[src/sv/lpht_pkg.sv]
// Shared types and constants of the linear probing hash table.
package lpht_pkg;

    localparam int CMD_W         = 2;
    localparam int KEY_W         = 31;
    localparam int SIZE_W        = 7;
    localparam int SLOT_W        = 6;
    localparam int DEPTH_DEF     = 64;
    localparam int SIZE_MAX      = 127;
    localparam int DIV_STEPS     = (KEY_W + 1) / 2;
    localparam int DIV_CNT_W     = $clog2(DIV_STEPS);

    localparam logic [SIZE_W-1:0] SIZE_RESET = SIZE_W'(64);

    localparam logic [CMD_W-1:0] CMD_INSERT = 2'd0;
    localparam logic [CMD_W-1:0] CMD_DELETE = 2'd1;
    localparam logic [CMD_W-1:0] CMD_SEARCH = 2'd2;

    typedef struct packed {
        logic              start;
        logic [KEY_W-1:0]  key;
        logic [SIZE_W-1:0] size;
    } t_mod_req;

    typedef struct packed {
        logic              done;
        logic [SIZE_W-1:0] rem;
    } t_mod_rsp;

endpackage

[src/sv/lpht_if.sv]
// Command and result channel interfaces of the linear probing hash table.
interface lpht_cmd_if;
    logic                      valid;
    logic                      ready;
    logic [lpht_pkg::CMD_W-1:0] command;
    logic [lpht_pkg::KEY_W-1:0] key;

    modport source (output valid, output command, output key, input ready);
    modport sink   (input valid, input command, input key, output ready);
endinterface

interface lpht_res_if;
    logic                        valid;
    logic                        ready;
    logic                        status;
    logic [lpht_pkg::SLOT_W-1:0] slot_index;

    modport source (output valid, output status, output slot_index, input ready);
    modport sink   (input valid, input status, input slot_index, output ready);
endinterface

[src/sv/lpht_mod.sv]
// Iterative key modulo table size unit, two remainder bits a cycle.
module lpht_mod (
    input  logic               i_clk,
    input  logic               i_rst_n,
    input  lpht_pkg::t_mod_req i_req,
    output lpht_pkg::t_mod_rsp o_rsp
);

    logic                               r_busy;
    logic                               r_done;
    logic [lpht_pkg::DIV_CNT_W-1:0]     r_cnt;
    logic [lpht_pkg::KEY_W:0]           r_kq;
    logic [lpht_pkg::SIZE_W-1:0]        r_rem;
    logic [lpht_pkg::SIZE_W-1:0]        r_size;
    logic [lpht_pkg::SIZE_W:0]          t1;
    logic [lpht_pkg::SIZE_W:0]          t2;
    logic [lpht_pkg::SIZE_W-1:0]        n_rem;

    always_comb begin
        t1 = {r_rem, r_kq[lpht_pkg::KEY_W]};
        if (t1 >= {1'b0, r_size}) begin
            t1 = t1 - {1'b0, r_size};
        end
        t2 = {t1[lpht_pkg::SIZE_W-1:0], r_kq[lpht_pkg::KEY_W-1]};
        if (t2 >= {1'b0, r_size}) begin
            t2 = t2 - {1'b0, r_size};
        end
        n_rem = t2[lpht_pkg::SIZE_W-1:0];
    end

    always_ff @(posedge i_clk) begin
        if (!i_rst_n) begin
            r_busy <= 1'b0;
            r_done <= 1'b0;
            r_cnt  <= '0;
        end else begin
            r_done <= 1'b0;
            if (i_req.start) begin
                r_busy <= 1'b1;
                r_cnt  <= '0;
            end else if (r_busy) begin
                r_cnt <= r_cnt + 1'b1;
                if (r_cnt == lpht_pkg::DIV_CNT_W'(lpht_pkg::DIV_STEPS - 1)) begin
                    r_busy <= 1'b0;
                    r_done <= 1'b1;
                end
            end
        end
    end

    always_ff @(posedge i_clk) begin
        if (i_req.start) begin
            r_kq   <= {1'b0, i_req.key};
            r_rem  <= '0;
            r_size <= i_req.size;
        end else if (r_busy) begin
            r_kq  <= {r_kq[lpht_pkg::KEY_W-2:0], 2'b00};
            r_rem <= n_rem;
        end
    end

    assign o_rsp.done = r_done;
    assign o_rsp.rem  = r_rem;

endmodule

[src/sv/linear_probe_hash_table.sv]
// Linear probing hash table of non-negative keys: sequencer, key store and valid marks.
//
// A command word (insert, delete or search plus a 31-bit key) is taken on i_cmd when the
// table is idle; each word gives exactly one result word (status, slot_index) on o_res.
// The home slot is key modulo the live table size, found by the remainder unit. Probing
// then reads one slot a cycle from the key memory, whose registered read data is compared
// in the next cycle; i_cmd is not ready from acceptance until the result is written back.
// The result sits in an output register; while the receiver stalls, the next command is
// still accepted and worked on, and only its write-back waits until o_res is free.
// i_cfg_we writes table_size (0 acts as 1, above TABLE_DEPTH acts as TABLE_DEPTH); write
// it only when the table is idle. Synchronous reset empties every slot, sets table_size
// to 64 and drops any pending result; no clearing pass is needed.
module linear_probe_hash_table #(
    parameter int TABLE_DEPTH = lpht_pkg::DEPTH_DEF
) (
    input  logic                          i_clk,
    input  logic                          i_rst_n,
    lpht_cmd_if.sink                      i_cmd,
    lpht_res_if.source                    o_res,
    input  logic                          i_cfg_we,
    input  logic [lpht_pkg::SIZE_W-1:0]   i_cfg_wdata
);

    localparam int NSLOT = (TABLE_DEPTH < lpht_pkg::SIZE_MAX) ? TABLE_DEPTH
                                                              : lpht_pkg::SIZE_MAX;
    localparam int IW    = $clog2(NSLOT);
    localparam logic [lpht_pkg::SIZE_W-1:0] NSLOT_S = lpht_pkg::SIZE_W'(NSLOT);

    localparam logic [1:0] S_IDLE  = 2'd0;
    localparam logic [1:0] S_DIV   = 2'd1;
    localparam logic [1:0] S_PROBE = 2'd2;
    localparam logic [1:0] S_DONE  = 2'd3;

    logic [1:0]                     r_state;
    logic [lpht_pkg::SIZE_W-1:0]    r_table_size;
    logic [lpht_pkg::CMD_W-1:0]     r_cmd;
    logic [lpht_pkg::KEY_W-1:0]     r_key;
    logic [lpht_pkg::SIZE_W-1:0]    r_size;
    logic [IW-1:0]                  r_pos;
    logic [lpht_pkg::SIZE_W-1:0]    r_issued;
    logic                           r_chk_valid;
    logic                           r_chk_used;
    logic [IW-1:0]                  r_chk_pos;
    logic                           r_ok;
    logic [IW-1:0]                  r_res_pos;
    logic [NSLOT-1:0]               r_used;
    logic [lpht_pkg::KEY_W-1:0]     r_mem [NSLOT];
    logic [lpht_pkg::KEY_W-1:0]     r_rd;
    logic                           r_out_valid;
    logic                           r_out_status;
    logic [lpht_pkg::SLOT_W-1:0]    r_out_slot;

    logic [lpht_pkg::SIZE_W-1:0]    live_size;
    logic                           accept;
    logic                           hit;
    logic                           issue;
    logic                           retire;
    logic [IW-1:0]                  n_pos;
    logic [7:0]                     res_pos8;
    lpht_pkg::t_mod_req             mod_req;
    lpht_pkg::t_mod_rsp             mod_rsp;

    assign accept = i_cmd.valid && i_cmd.ready;

    always_comb begin
        if (r_table_size == '0) begin
            live_size = lpht_pkg::SIZE_W'(1);
        end else if (r_table_size > NSLOT_S) begin
            live_size = NSLOT_S;
        end else begin
            live_size = r_table_size;
        end
    end

    assign mod_req.start = accept;
    assign mod_req.key   = i_cmd.key;
    assign mod_req.size  = live_size;

    lpht_mod u_mod (
        .i_clk   (i_clk),
        .i_rst_n (i_rst_n),
        .i_req   (mod_req),
        .o_rsp   (mod_rsp)
    );

    always_comb begin
        hit = 1'b0;
        if (r_chk_valid) begin
            if (r_cmd == lpht_pkg::CMD_INSERT) begin
                hit = !r_chk_used;
            end else if (r_cmd == lpht_pkg::CMD_DELETE || r_cmd == lpht_pkg::CMD_SEARCH) begin
                hit = r_chk_used && (r_rd == r_key);
            end
        end
    end

    assign issue  = (r_state == S_PROBE) && !hit && (r_issued != r_size);
    assign retire = (r_state == S_DONE) && (!r_out_valid || o_res.ready);
    assign n_pos  = ((8'(r_pos) + 8'd1) == {1'b0, r_size}) ? '0 : r_pos + 1'b1;
    assign res_pos8 = 8'(r_res_pos);

    always_ff @(posedge i_clk) begin
        if (!i_rst_n) begin
            r_state      <= S_IDLE;
            r_table_size <= lpht_pkg::SIZE_RESET;
            r_chk_valid  <= 1'b0;
            r_used       <= '0;
            r_out_valid  <= 1'b0;
        end else begin
            if (i_cfg_we) begin
                r_table_size <= i_cfg_wdata;
            end
            if (o_res.ready && !retire) begin
                r_out_valid <= 1'b0;
            end
            unique case (r_state)
                S_IDLE: begin
                    if (accept) begin
                        r_state <= S_DIV;
                    end
                end
                S_DIV: begin
                    r_chk_valid <= 1'b0;
                    if (mod_rsp.done) begin
                        r_state <= S_PROBE;
                    end
                end
                S_PROBE: begin
                    if (hit || r_issued == r_size) begin
                        r_state <= S_DONE;
                    end else begin
                        r_chk_valid <= 1'b1;
                    end
                end
                S_DONE: begin
                    if (retire) begin
                        r_out_valid <= 1'b1;
                        r_state     <= S_IDLE;
                        if (r_ok && r_cmd == lpht_pkg::CMD_INSERT) begin
                            r_used[r_res_pos] <= 1'b1;
                        end else if (r_ok && r_cmd == lpht_pkg::CMD_DELETE) begin
                            r_used[r_res_pos] <= 1'b0;
                        end
                    end
                end
                default: begin
                    r_state <= S_IDLE;
                end
            endcase
        end
    end

    always_ff @(posedge i_clk) begin
        if (accept) begin
            r_cmd  <= i_cmd.command;
            r_key  <= i_cmd.key;
            r_size <= live_size;
        end
        if (r_state == S_DIV && mod_rsp.done) begin
            r_pos    <= IW'(mod_rsp.rem);
            r_issued <= '0;
        end
        if (issue) begin
            r_pos      <= n_pos;
            r_issued   <= r_issued + 1'b1;
            r_chk_pos  <= r_pos;
            r_chk_used <= r_used[r_pos];
        end
        if (r_state == S_PROBE) begin
            r_ok      <= hit;
            r_res_pos <= r_chk_pos;
        end
        if (retire) begin
            r_out_status <= !r_ok;
            r_out_slot   <= r_ok ? res_pos8[lpht_pkg::SLOT_W-1:0] : '0;
        end
    end

    always_ff @(posedge i_clk) begin
        if (issue) begin
            r_rd <= r_mem[r_pos];
        end
        if (retire && r_ok && r_cmd == lpht_pkg::CMD_INSERT) begin
            r_mem[r_res_pos] <= r_key;
        end
    end

    assign i_cmd.ready      = (r_state == S_IDLE);
    assign o_res.valid      = r_out_valid;
    assign o_res.status     = r_out_status;
    assign o_res.slot_index = r_out_slot;

endmodule

[src/flat_wrapper.sv]
// flat-port wrapper written by rule: the top's interface ports become plain ports
module linear_probe_hash_table_flat 
#(
    parameter int TABLE_DEPTH = lpht_pkg::DEPTH_DEF
)
  (i_clk, i_rst_n, i_cfg_we, i_cfg_wdata, i_cmd_valid, i_cmd_command, i_cmd_key, i_cmd_ready, o_res_valid, o_res_status, o_res_slot_index, o_res_ready);
  lpht_cmd_if i_cmd_i ();
  lpht_res_if o_res_i ();
  input  logic i_clk;
  input  logic i_rst_n;
  input  logic i_cfg_we;
  input  logic [lpht_pkg::SIZE_W-1:0] i_cfg_wdata;
  input wire logic [$bits(i_cmd_i.valid)-1:0] i_cmd_valid;
  input wire logic [$bits(i_cmd_i.command)-1:0] i_cmd_command;
  input wire logic [$bits(i_cmd_i.key)-1:0] i_cmd_key;
  output wire logic [$bits(i_cmd_i.ready)-1:0] i_cmd_ready;
  output wire logic [$bits(o_res_i.valid)-1:0] o_res_valid;
  output wire logic [$bits(o_res_i.status)-1:0] o_res_status;
  output wire logic [$bits(o_res_i.slot_index)-1:0] o_res_slot_index;
  input wire logic [$bits(o_res_i.ready)-1:0] o_res_ready;
  assign i_cmd_i.valid = i_cmd_valid;
  assign i_cmd_i.command = i_cmd_command;
  assign i_cmd_i.key = i_cmd_key;
  assign i_cmd_ready = i_cmd_i.ready;
  assign o_res_valid = o_res_i.valid;
  assign o_res_status = o_res_i.status;
  assign o_res_slot_index = o_res_i.slot_index;
  assign o_res_i.ready = o_res_ready;
  linear_probe_hash_table #(.TABLE_DEPTH(TABLE_DEPTH)) u_core (.i_clk(i_clk), .i_rst_n(i_rst_n), .i_cmd(i_cmd_i), .o_res(o_res_i), .i_cfg_we(i_cfg_we), .i_cfg_wdata(i_cfg_wdata));
endmodule
[config.mk]
export PLATFORM = sky130hd
export DESIGN_NAME = linear_probe_hash_table_flat
export DESIGN_NICKNAME = d
export VERILOG_FILES = /design/src/sv/lpht_pkg.sv /design/src/sv/lpht_if.sv /design/src/sv/lpht_mod.sv /design/src/sv/linear_probe_hash_table.sv /design/src/flat_wrapper.sv
export SDC_FILE = /design/constraint.sdc
export NUM_CORES = 2
export LEC_CHECK = 0
export CORE_ASPECT_RATIO = 1.5
export CORE_MARGIN = 1.5
export CORE_UTILIZATION = 40
export DETAILED_ROUTE_END_ITERATION = 12
export DONT_BUFFER_PORTS = 1
export REMOVE_ABC_BUFFERS = 1
export SYNTH_ARGS = -nofsm -noshare
export SYNTH_HDL_FRONTEND = slang
export SYNTH_SLANG_ARGS = --single-unit
[constraint.sdc]
create_clock -name i_clk -period 5.15 [get_ports i_clk]
set_input_delay 1.03 -clock i_clk [delete_from_list [all_inputs] [get_ports i_clk]]
set_output_delay 1.03 -clock i_clk [all_outputs]
set_load 0.005 [all_outputs]
==> metrics.yaml <==
ctsResizeCount: 0
slew_viol_final: 0
worstPathRequired_ns: 5.89
ys.flop_type: "edfxtp_1"
yosysUniqueCellTypes: 62
fin_tns_setup_ns: 0
reg2reg_slack_ns: 0.79
switchingPower_mw: 14.81
clock_latency_ns: 0.82
io_pins: 54
start_util: 0.4028
holdBufCountCts: 0
num_vias: 38981
cts_tree: "yes"
crit_fanout: 8
yosys_warnings: 0
yosys-top-cells-area: "edfxtp_1 75%, mux4_2 17%, dfxtp_1 2.1%"
power.total_mw: 49.84
ys_seq_elements: 2209
ys_seq_area_frac: 0.7660
grt_setup_unrepaired: "false"
intPower_mw: 35.03
pwr-share-clk: 0.289
drt-initial-drc-count: 3827
clk_pin_slew_ns: 0.07
arrival_ns: 5.10
grt_pass1_vias: 40480
vdd_drop_max_uv: 539.0
min_delay_path_depth: 0
cts_buffers: 193
power_density_mw_per_mm2: 521.0
p_leak_nw: 29.59
critical-path-slowest-cell: "fa_1"
power_frac_comb: 0.276
place_congestion: 0.8420
drcViolationCount: 0
layout.nets: 3952
hold_start: "i_cmd_key[21]"
hold_path_end: "u_core.r_key[21]$_DFFE_PP_"
gr-total-overflow: 0
antenna_found_initial: 4
max_stage_delay_ns: 0.47
fin_worst_skew_ns: 0.02146
cts_buffer_depth: 4
netlist.top_cell.by_area: "edfxtp_1"
start_kind: "flip-flop"
multiInputGateArea_mm2: 0.01913
port_buffers: 0
wl_per_cell_um: 30.39
htreeDepth: 4
rr_worst_depth: 14
fmax_mhz: 229.4
die_height_um: 569.0
fill_cells: 17621
tightest_slew_ns: 1.152
area_growth_pct: 11.97
status: "completed"
p_seq_frac: 0.435
final-setup-viol-count: 0
cp-end-kind: "flip-flop"
core_region_area_mm2: 0.2121
netSwitchingFraction: 0.2972
fp-row-count: 207
fin_crit_sh: 0.8464
grt_max_degree: 87
hold_viol: 0
async_reset_ff_frac: 0
grt_usage: 0.1907
die_width_um: 380.4
syn-cell-area_mm2: 0.08544
post_cts_buffers: 0
synth_top_area_share: 0.7451
grt_pass1_wl_um: 296700
ant_nets: 0
synthCells: 3754
hold_class: "in -> reg"
synth_edf_count: 2120
dieArea_mm2: 0.2164
r2r_end: "u_core.u_mod.r_rem[0]$_SDFFE_PP0P_"
regArea_mm2: 0.06544
slew_headroom: 0.2322
clockRootBuffer: "clkbuf_16"
regToRegStartpoint: "u_core.r_size[0]$_SDFFCE_PP1P_"
critPathKind: "reg -> reg"
drt_first_pass_iters: 5
fin_crit_ns: 4.359
cp_cell_sequence: "ha_1 > inv_1 > fa_1 > a21oi_1 > o221ai_1 > a21oi_2 > mux2i_1 > fa_1 > a211oi_1 > o21ai_1 > a211oi_1 > o21ai_2 > mux2_1 > o21ai_1"
drive_gt1_frac: 0.2810
vias_per_cell: 5.695
place_hpwl_um: 119100
synth_most_common_cell: "edfxtp_1"
clkSinkCount: 2209
synth_commonest_cells: "2120 x edfxtp_1, 640 x mux4_2, 113 x clkbuf_1"
drv_cap: 0
drt_wl_total_um: 208000
avgSynthCellArea_um2: 22.76
-- worst max-delay path by stage --
stage                                        start                                 end
finish              u_core.r_size[0]$_SDFFCE_PP1P_  u_core.u_mod.r_rem[0]$_SDFFE_PP0P_
global route        u_core.r_size[0]$_SDFFCE_PP1P_  u_core.u_mod.r_rem[0]$_SDFFE_PP0P_
CTS                 u_core.r_size[0]$_SDFFCE_PP1P_  u_core.u_mod.r_rem[0]$_SDFFE_PP0P_
detailed placement  u_core.r_size[0]$_SDFFCE_PP1P_  u_core.u_mod.r_rem[0]$_SDFFE_PP0P_
global placement    u_core.r_size[0]$_SDFFCE_PP1P_  u_core.u_mod.r_rem[0]$_SDFFE_PP0P_
floorplan                u_core.r_pos[0]$_DFFE_PP_           u_core.r_pos[0]$_DFFE_PP_
-- kinds of logic after synthesis --
logic type | Yosys count | share of synthesized area
muxes | 697 | 0.1759
adders and majority gates | 26 | 0.003983
buffers and inverters | 255 | 0.01321
AOI/OAI and AO/OA | 249 | 0.02056
and+or+nand+nor | 258 | 0.01410
DFF | 2209 | 0.7660
xor gates and xnor gates | 60 | 0.006312
-- flip-flops by register name (all words and copies together), names as in the netlist, named ones only --
register,count
u_core.o_res.slot_index,6
u_core.o_res.status,1
u_core.o_res.valid,1
u_core.r_chk_pos,6
u_core.r_chk_used,1
u_core.r_chk_valid,1
u_core.r_cmd,2
u_core.r_issued,7
u_core.r_key,31
u_core.r_mem,1984
u_core.r_ok,1
u_core.r_pos,6
u_core.r_rd,31
u_core.r_res_pos,6
u_core.r_size,7
u_core.r_state,2
u_core.r_table_size,7
u_core.u_mod.r_busy,1
u_core.u_mod.r_cnt,4
u_core.u_mod.r_done,1
u_core.u_mod.r_kq,32
u_core.u_mod.r_rem,7
-- routing by layer --
| metal | global-route usage | part of all wire | wire (µm) |
|---|---|---|---|
| met1 | 0.2487 | 0.40 | 82690 |
| met2 | 0.3237 | 0.51 | 105600 |
| met3 | 0.02210 | 0.049 | 10260 |
| met4 | 0.08227 | 0.046 | 9531 |
| met5 | 0 | 0 | 0 |
-- layout by cell type (no fill, tap or decap), types with 34 or more instances in the layout --
cell       synthesis  routed
clkinv_1           1      36
buf_4             16      97
nor2_1            68      35
clkbuf_16          0     195
o21ai_0           40      40
inv_2              1      34
a22oi_1           65      65
o21a_1            68      68
xnor2_1           43      43
clkbuf_1         113      39
mux4_2           640     640
dfxtp_1           89      89
nand2_1           96      96
clkinv_2           0      35
edfxtp_1        2120    2120
-- critical path: cells and delay by family (launching register included) --
kind	cells	cell delay, ns
flops	1	0.44
buf+inv	1	0.06
fa+ha+maj	3	1.10
compound gates	8	2.12
mux	2	0.58
-- power by group through the flow --
stage | logic, mW | registers, mW | clock network, mW
after global placement | 13.8 | 22.1 | 0
after CTS | 13.9 | 21.7 | 14.6
after global routing | 14.5 | 21.7 | 15.2
final | 13.8 | 21.7 | 14.4
after detailed placement | 13.9 | 22.1 | 0
after floorplan | 7.07 | 23.1 | 0
-- final cells by class --
cell class | count | share of cell area
Inverter | 65 | 0.002550
Clock buffer | 236 | 0.05283
Multi-Input combinational cell | 1290 | 0.2000
Tap cell | 2821 | 0.03690
Antenna cell | 2 | 0.00005232
Sequential cell | 2209 | 0.6841
Clock inverter | 100 | 0.01078
Timing Repair Buffer | 122 | 0.01284
-- through the flow --
step	cell area, µm²	setup WS [ns]	cells	utilization	hold WS, ns
2_1_floorplan	84550	-18.38	3564	-	0.4003
4_1_cts	95660	0.8968	6843	0.4510	0.2434
6_report	95660	0.7912	6845	0.4510	0.3025
3_5_place_dp	89570	0.9436	6507	0.4223	0.4045
5_1_grt	95660	0.5108	6844	0.4510	0.2742
3_3_place_gp	89570	0.9433	6507	0.4223	0.4016
No activity file was read; power rests on OpenSTA's default activity.
